`src/hdl/rtcb_pkg.sv`:
```
// Shared types and constants for the range toggle / count light row.
`timescale 1ns / 1ps
`default_nettype none

package rtcb_pkg;

	localparam int WORD_W         = 32;
	localparam int BIT_W          = $clog2(WORD_W);
	localparam int POS_W          = 11;
	localparam int WIDX_W         = POS_W - BIT_W;
	localparam int POS_MAX        = (1 << POS_W) - 1;
	localparam int MAX_LIGHTS_DEF = 1024;
	localparam logic [POS_W-1:0] LIGHT_COUNT_RST = POS_W'(1024);

	localparam logic REQ_TOGGLE = 1'b0;
	localparam logic REQ_COUNT  = 1'b1;

	// Operation held steady while the token runs down the chain.
	// lo0/hi0 are zero-based and clipped; apply is low for an empty range.
	typedef struct packed {
		logic             is_count;
		logic             apply;
		logic [POS_W-1:0] lo0;
		logic [POS_W-1:0] hi0;
	} op_t;

	// What one cell hands its neighbor.
	typedef struct packed {
		logic             tok;
		logic [POS_W-1:0] sum;
	} link_t;

endpackage

`default_nettype wire

```
`src/hdl/rtcb_cell.sv`:
```
// One cell of the chain: holds one 32-bit word of light bits.
`timescale 1ns / 1ps
`default_nettype none

module rtcb_cell #(
	parameter int IDX = 0
) (
	input  wire              clk,
	input  wire              arst_n,
	input  rtcb_pkg::op_t    op,
	input  rtcb_pkg::link_t  link_in,
	output rtcb_pkg::link_t  link_out
);
	import rtcb_pkg::*;

	// Cells past what an 11-bit position can reach are never touched.
	localparam bit REACH = (IDX <= ((1 << WIDX_W) - 1));
	localparam logic [WIDX_W-1:0] WI = WIDX_W'(IDX);

	logic [WORD_W-1:0] word_q;
	logic              tok_q;
	logic [POS_W-1:0]  sum_q;

	logic [WIDX_W-1:0] lo_w, hi_w;
	logic [WORD_W-1:0] ones, lo_m, hi_m, mask, hit;
	logic [BIT_W:0]    cnt;

	assign ones = '1;
	assign lo_w = op.lo0[POS_W-1:BIT_W];
	assign hi_w = op.hi0[POS_W-1:BIT_W];

	always_comb begin
		if (lo_w == WI) begin
			lo_m = ones << op.lo0[BIT_W-1:0];
		end else if (lo_w < WI) begin
			lo_m = ones;
		end else begin
			lo_m = '0;
		end
		if (hi_w == WI) begin
			hi_m = ones >> (BIT_W'(WORD_W - 1) - op.hi0[BIT_W-1:0]);
		end else if (hi_w > WI) begin
			hi_m = ones;
		end else begin
			hi_m = '0;
		end
		mask = (REACH && op.apply) ? (lo_m & hi_m) : '0;
	end

	assign hit = word_q & mask;

	always_comb begin
		cnt = '0;
		for (int i = 0; i < WORD_W; i++) begin
			cnt = cnt + {{BIT_W{1'b0}}, hit[i]};
		end
	end

	always_ff @(posedge clk or negedge arst_n) begin
		if (!arst_n) begin
			word_q <= '1;
			tok_q  <= 1'b0;
		end else begin
			tok_q <= link_in.tok;
			if (link_in.tok && op.is_count == REQ_TOGGLE) begin
				word_q <= word_q ^ mask;
			end
		end
	end

	always_ff @(posedge clk) begin
		if (link_in.tok) begin
			sum_q <= POS_W'(link_in.sum + {{(POS_W-BIT_W-1){1'b0}}, cnt});
		end
	end

	assign link_out = '{tok: tok_q, sum: sum_q};

endmodule

`default_nettype wire

```
`config.mk`:
```
export PLATFORM = sky130hd
export DESIGN_NAME = rtcb_cell
export DESIGN_NICKNAME = d
export VERILOG_FILES = /design/src/hdl/rtcb_pkg.sv /design/src/hdl/rtcb_cell.sv
export SDC_FILE = /design/constraint.sdc
export NUM_CORES = 1
export LEC_CHECK = 0
export ABC_CLOCK_PERIOD_IN_PS = 5800
export BUFFER_PORTS_ARGS = -buffer_cell sky130_fd_sc_hd__buf_4
export CORE_UTILIZATION = 51
export DETAILED_ROUTE_END_ITERATION = 6
export PLACE_DENSITY = 0.86
export SLEW_MARGIN = 20
export SYNTH_ARGS = -nofsm -noshare
export SYNTH_HDL_FRONTEND = slang
export SYNTH_SLANG_ARGS = --single-unit
export TNS_END_PERCENT = 100
```
`constraint.sdc`:
```
create_clock -name clk -period 5.8 [get_ports clk]
set_input_delay 0.87 -clock clk [delete_from_list [all_inputs] [get_ports clk]]
set_output_delay 0.87 -clock clk [all_outputs]
set_load 0.01 [all_outputs]
```
After elaboration in Yosys (flattened, before gate mapping)
Cells that the tools add are included.
{"block": "totals", "input_bits": 38, "ff_bits": 44, "out_inout_bits": 12}
{"block": "op_classes", "n_addsub": 33, "magnitude_cmp": 2, "muxes": 5, "shifts": 2, "reduce_logical": 3, "bitwise": 4}
{"operator": "32-bit 2-to-1 mux", "n": 5}
{"operator": "6-bit by 1-bit adder with 6-bit output", "n": 26}
{"operator": "32-bit bitwise AND", "n": 2}
{"operator": "32-bit by 5-bit left shift with 32-bit output (first input constant)", "n": 1}
{"operator": "32-bit by 5-bit >> shifter with 32-bit output (first input constant)", "n": 1}
{"operator": "32-bit bitwise XOR", "n": 1}
{"operator": "6-bit logical NOT", "n": 2}
{"operator": "11-bit by 6-bit adder with 11-bit output", "n": 1}
{"operator": "5-bit by 1-bit adder with 6-bit output", "n": 1}
{"operator": "6-bit by 1-bit greater-than comparator with 1-bit output (second input constant)", "n": 1}
{"operator": "6-bit by 1-bit < comparator with 1-bit output (second input constant)", "n": 1}
{"operator": "4-bit by 1-bit adder with 5-bit output", "n": 1}
{"operator": "5-bit subtractor (first input constant)", "n": 1}
{"operator": "3-bit by 1-bit adder with 4-bit output", "n": 1}
{"operator": "2-bit by 1-bit adder with 3-bit output", "n": 1}
{"operator": "1-bit by 1-bit adder with 2-bit output", "n": 1}
{"operator": "1-bit logical AND", "n": 1}
{"operator": "1-bit NOT", "n": 1}

Logic depth before layout (Yosys ltp)
Gate-level depths: netlist of run 1.
{"block": "logic_depth", "ltp_word": 38, "ltp_mapped": 27}

Worst setup path before layout of run 1
OpenSTA, ideal clock, no wires.
{"block": "synth_timing", "path_type": "input port to flip-flop", "start": "in op[21] in the netlist's numbering", "end": "reg sum_q[10] (data pin)", "path_slack_ns": -1.187, "path_buffers": 2, "arrival_ns": 6.730, "required_ns": 5.544, "cell_stages": 26, "setup_ns": 0.256, "path_cell_list": "nor4_2 > nand3_1 > or2_1 > buf_6 > buf_8 > a221oi_2 > ha_1 > inv_1 > fa_1 > fa_1 > inv_1 > fa_1 > inv_1 > fa_1 > fa_1 > inv_1 > fa_1 > inv_1 > fa_1 > inv_1 > fa_1 > a211oi_1 > o21ai_1 > nor2b_1 > nand4_1 > a22o_1"}
{"block": "synth_via", "elab_chain_cells": 38, "word_cells_on_any_way": 39, "classes_between": "add/sub: 32; order compare: 1; mux: 3; bitwise: 2; reduce/logical: 1"}
{"item": "from (decl)", "line_no": "rtcb_cell.sv:10", "rtl": "input rtcb_pkg::op_t op,"}
{"item": "6-bit by 1-bit < comparator with 1-bit output", "line_no": "rtcb_cell.sv:35", "rtl": "end else if (lo_w < WI) begin"}
{"item": "32-bit 2-to-1 mux", "line_no": "rtcb_cell.sv:35"}
{"item": "32-bit 2-to-1 mux (*)", "line_no": "rtcb_cell.sv:33", "rtl": "if (lo_w == WI) begin"}
{"item": "32-bit bitwise AND (*)", "line_no": "rtcb_cell.sv:47", "rtl": "mask = (REACH && op.apply) ? (lo_m & hi_m) : '0;"}
{"item": "32-bit 2-to-1 mux (*)", "line_no": "rtcb_cell.sv:47"}
{"item": "32-bit bitwise AND (*)", "line_no": "rtcb_cell.sv:50", "rtl": "assign hit = word_q & mask;"}
{"item": "1-bit by 1-bit adder with 2-bit output", "line_no": "rtcb_cell.sv:55", "rtl": "cnt = cnt + {{BIT_W{1'b0}}, hit[i]};"}
{"item": "2-bit by 1-bit adder with 3-bit output", "line_no": "rtcb_cell.sv:55"}
{"item": "3-bit by 1-bit adder with 4-bit output", "line_no": "rtcb_cell.sv:55"}
{"item": "4-bit by 1-bit adder with 5-bit output", "line_no": "rtcb_cell.sv:55"}
{"item": "5-bit by 1-bit adder with 6-bit output", "line_no": "rtcb_cell.sv:55"}
{"item": "6-bit by 1-bit adder with 6-bit output (25 in a row)", "line_no": "rtcb_cell.sv:55"}
{"item": "6-bit by 1-bit adder with 6-bit output (*)", "line_no": "rtcb_cell.sv:55"}
{"item": "11-bit by 6-bit adder with 11-bit output (*)", "line_no": "rtcb_cell.sv:73", "rtl": "sum_q <= POS_W'(link_in.sum + {{(POS_W-BIT_W-1){1'b0}}, cnt});"}
{"item": "to (signal assigned)", "line_no": "rtcb_cell.sv:73"}
{"item": "to (decl)", "line_no": "rtcb_cell.sv:22", "rtl": "logic [POS_W-1:0] sum_q;"}
Every way passes the cells marked *; elsewhere a longest branch is shown, timed or not.
A chain may end at the register's enable or synchronous reset.

Worst setup path after layout of run 1
{"block": "layout_timing", "start": "in op[16] in the netlist's numbering", "end": "reg sum_q[10] (data pin)"}
The elaborated chain is that of the path after synthesis.

==> flow_summary.html, run 1 <==
<table>
<tr><th>Metric</th><th>Value</th></tr>
<tr><th colspan="2">Synth</th></tr>
<tr><td>Synthesized-area fraction occupied by ao, oa, aoi and oai cells</td><td>0.117</td></tr>
<tr><td>#FFs+latches synth</td><td>44</td></tr>
<tr><td>Post-synthesis cell count</td><td>342</td></tr>
<tr><td>Largest family of logic cells by synthesized area</td><td>adder cells</td></tr>
<tr><td>Main flop type after synthesis</td><td>sky130_fd_sc_hd__dfstp_2</td></tr>
<tr><td>Post-synthesis cell type count</td><td>49</td></tr>
<tr><td>Share of the synthesized area in the top cell type</td><td>0.221</td></tr>
<tr><td>Proportion of register bits with asynchronous set or reset after synthesis</td><td>0.750</td></tr>
<tr><td>YS warnings</td><td>0</td></tr>
<tr><td>Share of synthesized cell area in and, or, nand and nor gates</td><td>0.0856</td></tr>
<tr><td>Sequential-to-total area share from yosys stat</td><td>0.315</td></tr>
<tr><td>Most area-hungry cell type in the Yosys netlist</td><td>sky130_fd_sc_hd__dfstp_2</td></tr>
<tr><td>Xor and xnor fraction of the mapped netlist area</td><td>0.0161</td></tr>
<tr><td>Syn Area/Cell</td><td>11.1 sq um</td></tr>
<tr><td>Number of enable flip-flop cells after synthesis</td><td>11</td></tr>
<tr><td>Adder-cell share of the synthesized area</td><td>0.292</td></tr>
<tr><td>Number of nets produced by synthesis</td><td>453</td></tr>
<tr><td>Share of synthesized area spent on multiplexers</td><td>0.0949</td></tr>
<tr><td>Cell area after synthesis</td><td>3800 sq um</td></tr>
<tr><td>Main area contributors after synthesis</td><td>sky130_fd_sc_hd__dfstp_2 (22%), sky130_fd_sc_hd__ha_1 (15%), sky130_fd_sc_hd__fa_1 (14%)</td></tr>
<tr><th colspan="2">CTS</th></tr>
<tr><td>CTS Sinks</td><td>44</td></tr>
<tr><td>TritonCTS clock tree</td><td>done</td></tr>
<tr><td>Clock tree root driver cell</td><td>sky130_fd_sc_hd__clkbuf_8</td></tr>
<tr><td>CTS H-tree depth</td><td>2</td></tr>
<tr><td>Longest Clk Path Bufs</td><td>2</td></tr>
<tr><td>Clock network latency to the later pin of the worst-skew pair</td><td>0.30 ns</td></tr>
<tr><td>TritonCTS buffer count</td><td>5</td></tr>
<tr><td>Hold_buf cts</td><td>0</td></tr>
<tr><td>Clock transition at the register clock pins on the worst setup and hold paths after CTS</td><td>0.08 ns</td></tr>
<tr><th colspan="2">Worst setup path</th></tr>
<tr><td>Type of destination of the critical path</td><td>register</td></tr>
<tr><td>Type of element launching the critical path</td><td>input port</td></tr>
<tr><td>Crit path max fanout</td><td>6</td></tr>
<tr><td>Reg2Reg Setup Slack</td><td>0.33 ns</td></tr>
<tr><td>Arrival time reported for the critical path endpoint</td><td>6.64 ns</td></tr>
<tr><td>Crit path kind</td><td>in -&gt; reg</td></tr>
<tr><td>Required time of the worst setup path</td><td>5.86 ns</td></tr>
<tr><th colspan="2">Timing</th></tr>
<tr><td>Setup repair after global routing missed its margin</td><td>true</td></tr>
<tr><td>Slew Viols, Final</td><td>0</td></tr>
<tr><td>Maximum clock frequency</td><td>0.152 GHz</td></tr>
<tr><td>Final count of negative-setup-slack endpoints</td><td>11</td></tr>
<tr><td>Setup_tns</td><td>-6.24 ns</td></tr>
<tr><td>Post-route minimum period</td><td>6.58 ns</td></tr>
<tr><td>Final Cycle Share</td><td>1.13</td></tr>
<tr><td>Number of hold violations in the final report</td><td>0</td></tr>
<tr><td>Worst slew margin</td><td>0.571</td></tr>
<tr><td>Setup ws final</td><td>-0.781 ns</td></tr>
<tr><td>Final clock skew</td><td>0.00351 ns</td></tr>
<tr><td>Slew at the pin closest to its max-slew limit</td><td>0.638 ns</td></tr>
<tr><th colspan="2">Die</th></tr>
<tr><td>Effective utilization at floorplan</td><td>0.527</td></tr>
<tr><td>Placement Rows</td><td>31</td></tr>
<tr><td>Die X-Extent</td><td>88.3 um</td></tr>
<tr><td>Number of I/O pins</td><td>50</td></tr>
<tr><td>Core footprint</td><td>7210 sq um</td></tr>
<tr><td>Die Ht</td><td>88.3 um</td></tr>
<tr><td>Area enclosed by the die boundary</td><td>7800 sq um</td></tr>
<tr><th colspan="2">Routing</th></tr>
<tr><td>Detailed-router iteration count before antenna repair</td><td>4</td></tr>
<tr><td>Via total after detailed routing</td><td>2962</td></tr>
<tr><td>DRC violations left</td><td>0</td></tr>
<tr><td>Total length of routed wires</td><td>8950 um</td></tr>
<tr><td>Vias per cell</td><td>5.44</td></tr>
<tr><td>Average wire per standard cell</td><td>16.4 um</td></tr>
<tr><td>1st-iter DRT viols</td><td>263</td></tr>
<tr><td>Antenna-violating nets left</td><td>0</td></tr>
<tr><th colspan="2">Power and ir drop</th></tr>
<tr><td>Leakage</td><td>2.39 nW</td></tr>
<tr><td>Total power</td><td>0.824 mW</td></tr>
<tr><td>Power per Cell Area</td><td>164 nW/um^2</td></tr>
<tr><td>Maximum ir drop on the vdd rail</td><td>0.108 mV</td></tr>
<tr><th colspan="2">Placement</th></tr>
<tr><td>HPWL Detailed</td><td>6720 um</td></tr>
<tr><td>Post-placement cell area</td><td>4670 sq um</td></tr>
<tr><td>Final weighted congestion in routability-driven placement</td><td>0.940</td></tr>
<tr><td>IO buf count</td><td>49</td></tr>
<tr><td>Number of cells in the design after placement</td><td>532</td></tr>
<tr><th colspan="2">Run status</th></tr>
<tr><td>Result of the run</td><td>complete, but fails checks</td></tr>
<tr><td>Failing checks</td><td>negative setup slack</td></tr>
<tr><th colspan="2">Job</th></tr>
<tr><td>Maxcap violations</td><td>0</td></tr>
<tr><th colspan="2">Global route</th></tr>
<tr><td>Total Routing Usage GR</td><td>0.241</td></tr>
<tr><td>Maximum number of pins on one net before global-route repair</td><td>34</td></tr>
<tr><td>First-pass GRT wire length</td><td>14100 um</td></tr>
<tr><td>Grt ovf</td><td>0</td></tr>
<tr><td>Antenna violations before repair</td><td>0</td></tr>
<tr><td>Number of global-route vias before repair</td><td>3016</td></tr>
<tr><th colspan="2">Cells and area</th></tr>
<tr><td>Layout Cells excl Fill</td><td>544</td></tr>
<tr><td>Number of nets in the layout</td><td>555</td></tr>
<tr><td>Inserted Diodes</td><td>0</td></tr>
<tr><td>Share of cells above drive strength 1</td><td>0.528</td></tr>
<tr><td>Design Area, Final</td><td>5010 sq um</td></tr>
<tr><td>Number of fill cells</td><td>504</td></tr>
<tr><td>Share of the core filled with cells in the final layout</td><td>0.694</td></tr>
<tr><td>Layout-stage area growth over the synthesis result</td><td>31.8%</td></tr>
<tr><th colspan="2">Min path</th></tr>
<tr><td>Min-Delay Path Class</td><td>in -&gt; async</td></tr>
</table>
final timing paths:
kind | startpoint | to | cells after the start
max | op[16] | sum_q[10] | 24
min | arst_n | tok_q | 1
max reg2reg | word_q[16] | sum_q[10] | 20
min reg2reg | word_q[20] | word_q[20] | 1
max in group asynchronous | arst_n | word_q[18] | 1
min in group clk | word_q[20] | word_q[20] | 1
cells by family (layout without fill, tap and decap cells):
logic type / Yosys count / in the layout
mux: 32 / 32
xor+xnor: 7 / 7
compound gates: 53 / 53
buf+inv: 73 / 176
fa+ha+maj: 73 / 73
simple gates: 60 / 60
flops: 44 / 44
through the flow:
| stage | setup slack, ns | hold slack, ns |
|---|---|---|
| 2_1_floorplan | -0.902 | 0.574 |
| 3_3_place_gp | -1.17 | 0.607 |
| 3_5_place_dp | -1.31 | 0.612 |
| 4_1_cts | -0.732 | 0.518 |
| 5_1_grt | -0.998 | 0.533 |
| 6_report | -0.781 | 0.499 |
layout by cell type (no fill, tap or decap), types with 5 or more instances in the layout:
cell and n:
sky130_fd_sc_hd__nand2_1 6, sky130_fd_sc_hd__nor2_1 13, sky130_fd_sc_hd__o21a_1 6, sky130_fd_sc_hd__edfxtp_1 11, sky130_fd_sc_hd__ha_1 43, sky130_fd_sc_hd__a21oi_1 8
sky130_fd_sc_hd__buf_4 105, sky130_fd_sc_hd__nor3_2 5, sky130_fd_sc_hd__inv_2 8, sky130_fd_sc_hd__inv_1 50, sky130_fd_sc_hd__dfstp_2 32, sky130_fd_sc_hd__xnor2_1 6
sky130_fd_sc_hd__fa_1 22, sky130_fd_sc_hd__clkbuf_8 5, sky130_fd_sc_hd__nor2_2 5, sky130_fd_sc_hd__mux2_2 31
where the power goes:
part           switching, mW  leakage [nW]  total (mW)  internal, mW
logic                 0.0812          1.88       0.175        0.0942
registers             0.0237         0.450       0.413         0.389
clock network          0.108        0.0552       0.236         0.128
per-layer routing:
metal	up-vias	wire length [um]	part of all wire	global-route usage
met5	-	0	0	0
met4	0	291	0.033	0.0982
met3	26	320	0.036	0.0364
met2	97	4780	0.53	0.429
met1	1452	3550	0.40	0.291
li1	1387	-	-	-
final cells by class:
class	instances	area, sq um	area share
Tap cell	99	124	0.0247
Clock inverter	2	35.0	0.00700
Clock buffer	6	72.6	0.0145
Timing Repair Buffer	110	857	0.171
Inverter	58	218	0.0435
Sequential cell	44	1200	0.239
Multi-Input combinational cell	225	2500	0.500
synthesized netlist by cell type (2+ instances only):
library cell               number
sky130_fd_sc_hd__o21ai_0        3
sky130_fd_sc_hd__o31ai_1        2
sky130_fd_sc_hd__or2_1          2
sky130_fd_sc_hd__and3_1         2
sky130_fd_sc_hd__a21o_1         3
sky130_fd_sc_hd__buf_2          4
sky130_fd_sc_hd__or3_1          4
sky130_fd_sc_hd__o21a_1         7
sky130_fd_sc_hd__nor3_1         7
sky130_fd_sc_hd__nand3_1        3
sky130_fd_sc_hd__dfstp_2       32
sky130_fd_sc_hd__nand4_1        2
sky130_fd_sc_hd__and2_1         2
sky130_fd_sc_hd__clkbuf_1       8
sky130_fd_sc_hd__mux2_2        31
sky130_fd_sc_hd__inv_1         58
sky130_fd_sc_hd__a221oi_1       7
sky130_fd_sc_hd__nand2b_1       3
sky130_fd_sc_hd__a21oi_1       10
sky130_fd_sc_hd__nand2_1        6
sky130_fd_sc_hd__fa_1          26
sky130_fd_sc_hd__a311oi_2       2
sky130_fd_sc_hd__nor3_2         2
sky130_fd_sc_hd__nor2b_1        5
sky130_fd_sc_hd__a211oi_1       7
sky130_fd_sc_hd__ha_1          47
sky130_fd_sc_hd__edfxtp_1      11
sky130_fd_sc_hd__nor2_1        17
sky130_fd_sc_hd__a221oi_2       4
sky130_fd_sc_hd__xnor2_1        6
sequential cells by signal, summed over array words and instances (netlist names):
register  count
word_q       32
sum_q        11
tok_q         1
what timing repair did:
item                       in CTS  in global routing
pin swaps                      24                 18
setup endpoints to repair      11                 11
resized for setup              30                 15
buffers inserted                3                  3
worst max-delay path: stages:
cell and delay, ns:
sky130_fd_sc_hd__buf_8 0.10, sky130_fd_sc_hd__nor4_4 0.27, sky130_fd_sc_hd__nand3_2 0.14, sky130_fd_sc_hd__or2_4 0.33, sky130_fd_sc_hd__a211oi_2 0.25, sky130_fd_sc_hd__buf_4 0.16, sky130_fd_sc_hd__ha_1 0.13, sky130_fd_sc_hd__inv_1 0.05
sky130_fd_sc_hd__fa_1 0.47, sky130_fd_sc_hd__fa_2 0.56, sky130_fd_sc_hd__fa_2 0.44, sky130_fd_sc_hd__fa_1 0.48, sky130_fd_sc_hd__fa_1 0.54, sky130_fd_sc_hd__inv_2 0.04, sky130_fd_sc_hd__fa_1 0.48, sky130_fd_sc_hd__inv_1 0.05
sky130_fd_sc_hd__fa_2 0.34, sky130_fd_sc_hd__inv_2 0.07, sky130_fd_sc_hd__fa_2 0.20, sky130_fd_sc_hd__a211oi_2 0.08, sky130_fd_sc_hd__o21ai_1 0.13, sky130_fd_sc_hd__nor2b_4 0.17, sky130_fd_sc_hd__nand4_1 0.09, sky130_fd_sc_hd__a22o_1 0.21
(Power assumes the default switching activity.)
==> inputs of run 2 (changes only) <==
CELL_PAD_IN_SITES_DETAIL_PLACEMENT = 1   (was not set)
CELL_PAD_IN_SITES_GLOBAL_PLACEMENT = 1   (was not set)
CORE_UTILIZATION = 42   (was 51)
PLACE_DENSITY = 0.88   (was 0.86)
==> run 2 against run 1 <==
Die area increased by 21%. The run still ends with negative setup slack left. Via count up 6.6%. Routed wire length grew 41%. Clock power increased by 8%. Sequential power is essentially flat. Core utilization shrank 11 points. Global-route usage up 3.5 points. Fmax fell by 4.5%. Design area is 1.0% higher. Non-clock buffer count is 6 higher.
==> flow_summary.html, run 2 (synthesized netlist as in run 1, its figures left out) <==
<table>
<tr><th>Metric</th><th>Value</th></tr>
<tr><th colspan="2">Run status</th></tr>
<tr><td>Result of the run</td><td>complete, but fails checks</td></tr>
<tr><td>Failing checks</td><td>negative setup slack</td></tr>
<tr><th colspan="2">Global route</th></tr>
<tr><td>Number of global-route vias before repair</td><td>3599</td></tr>
<tr><td>First-pass GRT wire length</td><td>19800 um</td></tr>
<tr><td>Grt ovf</td><td>0</td></tr>
<tr><td>Antenna violations before repair</td><td>0</td></tr>
<tr><td>Total Routing Usage GR</td><td>0.276</td></tr>
<tr><td>Maximum number of pins on one net before global-route repair</td><td>34</td></tr>
<tr><th colspan="2">CTS</th></tr>
<tr><td>Longest Clk Path Bufs</td><td>2</td></tr>
<tr><td>Clock network latency to the later pin of the worst-skew pair</td><td>0.31 ns</td></tr>
<tr><td>TritonCTS buffer count</td><td>5</td></tr>
<tr><td>CTS H-tree depth</td><td>2</td></tr>
<tr><td>CTS Sinks</td><td>44</td></tr>
<tr><td>Hold_buf cts</td><td>0</td></tr>
<tr><td>Clock tree root driver cell</td><td>sky130_fd_sc_hd__clkbuf_8</td></tr>
<tr><td>Clock transition at the register clock pins on the worst setup and hold paths after CTS</td><td>0.10 ns</td></tr>
<tr><td>TritonCTS clock tree</td><td>done</td></tr>
<tr><th colspan="2">Worst setup path</th></tr>
<tr><td>Crit path top cell by count</td><td>sky130_fd_sc_hd__fa_1</td></tr>
<tr><td>Max incr delay on CP</td><td>0.56 ns</td></tr>
<tr><td>Type of element launching the critical path</td><td>input port</td></tr>
<tr><td>Crit path kind</td><td>in -&gt; reg</td></tr>
<tr><td>Type of destination of the critical path</td><td>register</td></tr>
<tr><td>Sum of buffers and inverters on the critical path</td><td>9</td></tr>
<tr><td>Arrival time reported for the critical path endpoint</td><td>6.96 ns</td></tr>
<tr><td>CP top delay family</td><td>adder cells</td></tr>
<tr><td>Required time of the worst setup path</td><td>5.87 ns</td></tr>
<tr><td>Crit path max fanout</td><td>9</td></tr>
<tr><td>Slowest stage cell, crit path</td><td>sky130_fd_sc_hd__fa_1</td></tr>
<tr><th colspan="2">Routing</th></tr>
<tr><td>Antenna-violating nets left</td><td>0</td></tr>
<tr><td>Vias per cell</td><td>5.65</td></tr>
<tr><td>Detailed-router iteration count before antenna repair</td><td>4</td></tr>
<tr><td>Via total after detailed routing</td><td>3157</td></tr>
<tr><td>WL met2</td><td>6750 um</td></tr>
<tr><td>Amount of wire on met3 after detailed routing</td><td>496 um</td></tr>
<tr><td>Post-Route M1 WL</td><td>4700 um</td></tr>
<tr><td>Total length of routed wires</td><td>12600 um</td></tr>
<tr><td>1st-iter DRT viols</td><td>189</td></tr>
<tr><td>Top routing layer in use</td><td>met4</td></tr>
<tr><td>DRC violations left</td><td>0</td></tr>
<tr><td>Average wire per standard cell</td><td>22.5 um</td></tr>
<tr><th colspan="2">Timing</th></tr>
<tr><td>Final Cycle Share</td><td>1.19</td></tr>
<tr><td>Slew at the pin closest to its max-slew limit</td><td>0.462 ns</td></tr>
<tr><td>Number of hold violations in the final report</td><td>0</td></tr>
<tr><td>Worst slew margin</td><td>0.690</td></tr>
<tr><td>Maximum clock frequency</td><td>0.145 GHz</td></tr>
<tr><td>Setup repair after global routing missed its margin</td><td>true</td></tr>
<tr><td>Setup ws final</td><td>-1.09 ns</td></tr>
<tr><td>Final clock skew</td><td>0.00867 ns</td></tr>
<tr><td>Final count of negative-setup-slack endpoints</td><td>11</td></tr>
<tr><td>Post-route minimum period</td><td>6.89 ns</td></tr>
<tr><td>Slew Viols, Final</td><td>0</td></tr>
<tr><th colspan="2">Die</th></tr>
<tr><td>Placement Rows</td><td>34</td></tr>
<tr><td>Die X-Extent</td><td>97.1 um</td></tr>
<tr><td>Area enclosed by the die boundary</td><td>9430 sq um</td></tr>
<tr><td>Number of I/O pins</td><td>50</td></tr>
<tr><td>Core footprint</td><td>8720 sq um</td></tr>
<tr><td>Effective utilization at floorplan</td><td>0.436</td></tr>
<tr><td>Die Ht</td><td>97.1 um</td></tr>
<tr><th colspan="2">Cells and area</th></tr>
<tr><td>Highest-count cells in the layout ignoring fill and taps</td><td>sky130_fd_sc_hd__buf_4 (112), sky130_fd_sc_hd__inv_1 (52), sky130_fd_sc_hd__ha_1 (41), sky130_fd_sc_hd__dfstp_2 (32), sky130_fd_sc_hd__mux2_2 (31)</td></tr>
<tr><td>Number of flip-flops under the largest register name</td><td>32</td></tr>
<tr><td>Number of nets in the layout</td><td>561</td></tr>
<tr><td>Largest reg by FF count</td><td>word_q</td></tr>
<tr><td>Most common library cell in the layout ignoring fill and taps</td><td>sky130_fd_sc_hd__buf_4</td></tr>
<tr><td>Layout-stage area growth over the synthesis result</td><td>33.1%</td></tr>
<tr><td>Share of the core filled with cells in the final layout</td><td>0.580</td></tr>
<tr><td>Registers with the most flip-flops</td><td>word_q x32, sum_q x11, tok_q x1</td></tr>
<tr><td>Share of cells above drive strength 1</td><td>0.534</td></tr>
<tr><td>Layout Cells excl Fill</td><td>559</td></tr>
<tr><td>Inserted Diodes</td><td>0</td></tr>
<tr><td>Design Area, Final</td><td>5060 sq um</td></tr>
<tr><td>Number of fill cells</td><td>938</td></tr>
<tr><th colspan="2">Placement</th></tr>
<tr><td>Post-Place Worst Slack</td><td>-1.63 ns</td></tr>
<tr><td>Number of cells in the design after placement</td><td>548</td></tr>
<tr><td>IO buf count</td><td>49</td></tr>
<tr><td>Post-placement cell area</td><td>4730 sq um</td></tr>
<tr><td>HPWL Detailed</td><td>9120 um</td></tr>
<tr><td>Final weighted congestion in routability-driven placement</td><td>0.929</td></tr>
<tr><th colspan="2">Power and ir drop</th></tr>
<tr><td>Power per Cell Area</td><td>170 nW/um^2</td></tr>
<tr><td>Total power</td><td>0.859 mW</td></tr>
<tr><td>Leakage</td><td>2.42 nW</td></tr>
<tr><td>Maximum ir drop on the vdd rail</td><td>0.103 mV</td></tr>
<tr><th colspan="2">Job</th></tr>
<tr><td>Maxcap violations</td><td>0</td></tr>
<tr><th colspan="2">Min path</th></tr>
<tr><td>Min-Delay Path Class</td><td>in -&gt; async</td></tr>
</table>
## run 2: path summary, 6_finish.rpt
path | startpoint | endpoint | slack (ns) | cells past startpoint
worst max-delay path | op[16] | sum_q[10] | -1.09 | 26
worst min register to register | word_q[24] | word_q[24] | 0.62 | 1
worst min-delay path | arst_n | tok_q | 0.50 | 1
max in group asynchronous | arst_n | word_q[4] | 4.95 | 1
worst max register to register | word_q[22] | sum_q[10] | 0.21 | 20
min in group clk | word_q[24] | word_q[24] | 0.62 | 1
## run 2: cell type report
type / instances / area (sq um) / share of cell area
Multi-Input combinational cell: 225 / 2500 / 0.495
Sequential cell: 44 / 1200 / 0.237
Timing Repair Buffer: 116 / 890 / 0.176
Inverter: 58 / 218 / 0.0430
Tap cell: 108 / 135 / 0.0267
Clock buffer: 5 / 68.8 / 0.0136
Clock inverter: 3 / 46.3 / 0.00915
## run 2: per-layer routing
layer	global-route usage	up-vias
met3	0.0367	46
li1	-	1394
met2	0.504	112
met1	0.308	1605
met4	0.154	0
met5	0	-
## run 2: report_power, final
group | internal, mW | switching [mW]
Clock | 0.130 | 0.124
Combinational | 0.0970 | 0.0921
Sequential | 0.389 | 0.0268
## run 2: what timing repair did
| item | in CTS | in global routing |
|---|---|---|
| endpoints found under the setup margin | 11 | 11 |
| pin swaps | 17 | 10 |
| endpoints found under the hold margin | 0 | 0 |
| buffers inserted | 2 | 2 |
| gates resized for setup | 38 | 7 |
## run 2: per-stage QoR
stage	setup TNS (ns)	hold slack, ns
final	-8.90	0.496
after global routing	-10.63	0.508
after CTS	-7.88	0.508
after detailed placement	-15.27	0.613
after global placement	-11.37	0.607
after floorplan	-6.45	0.574
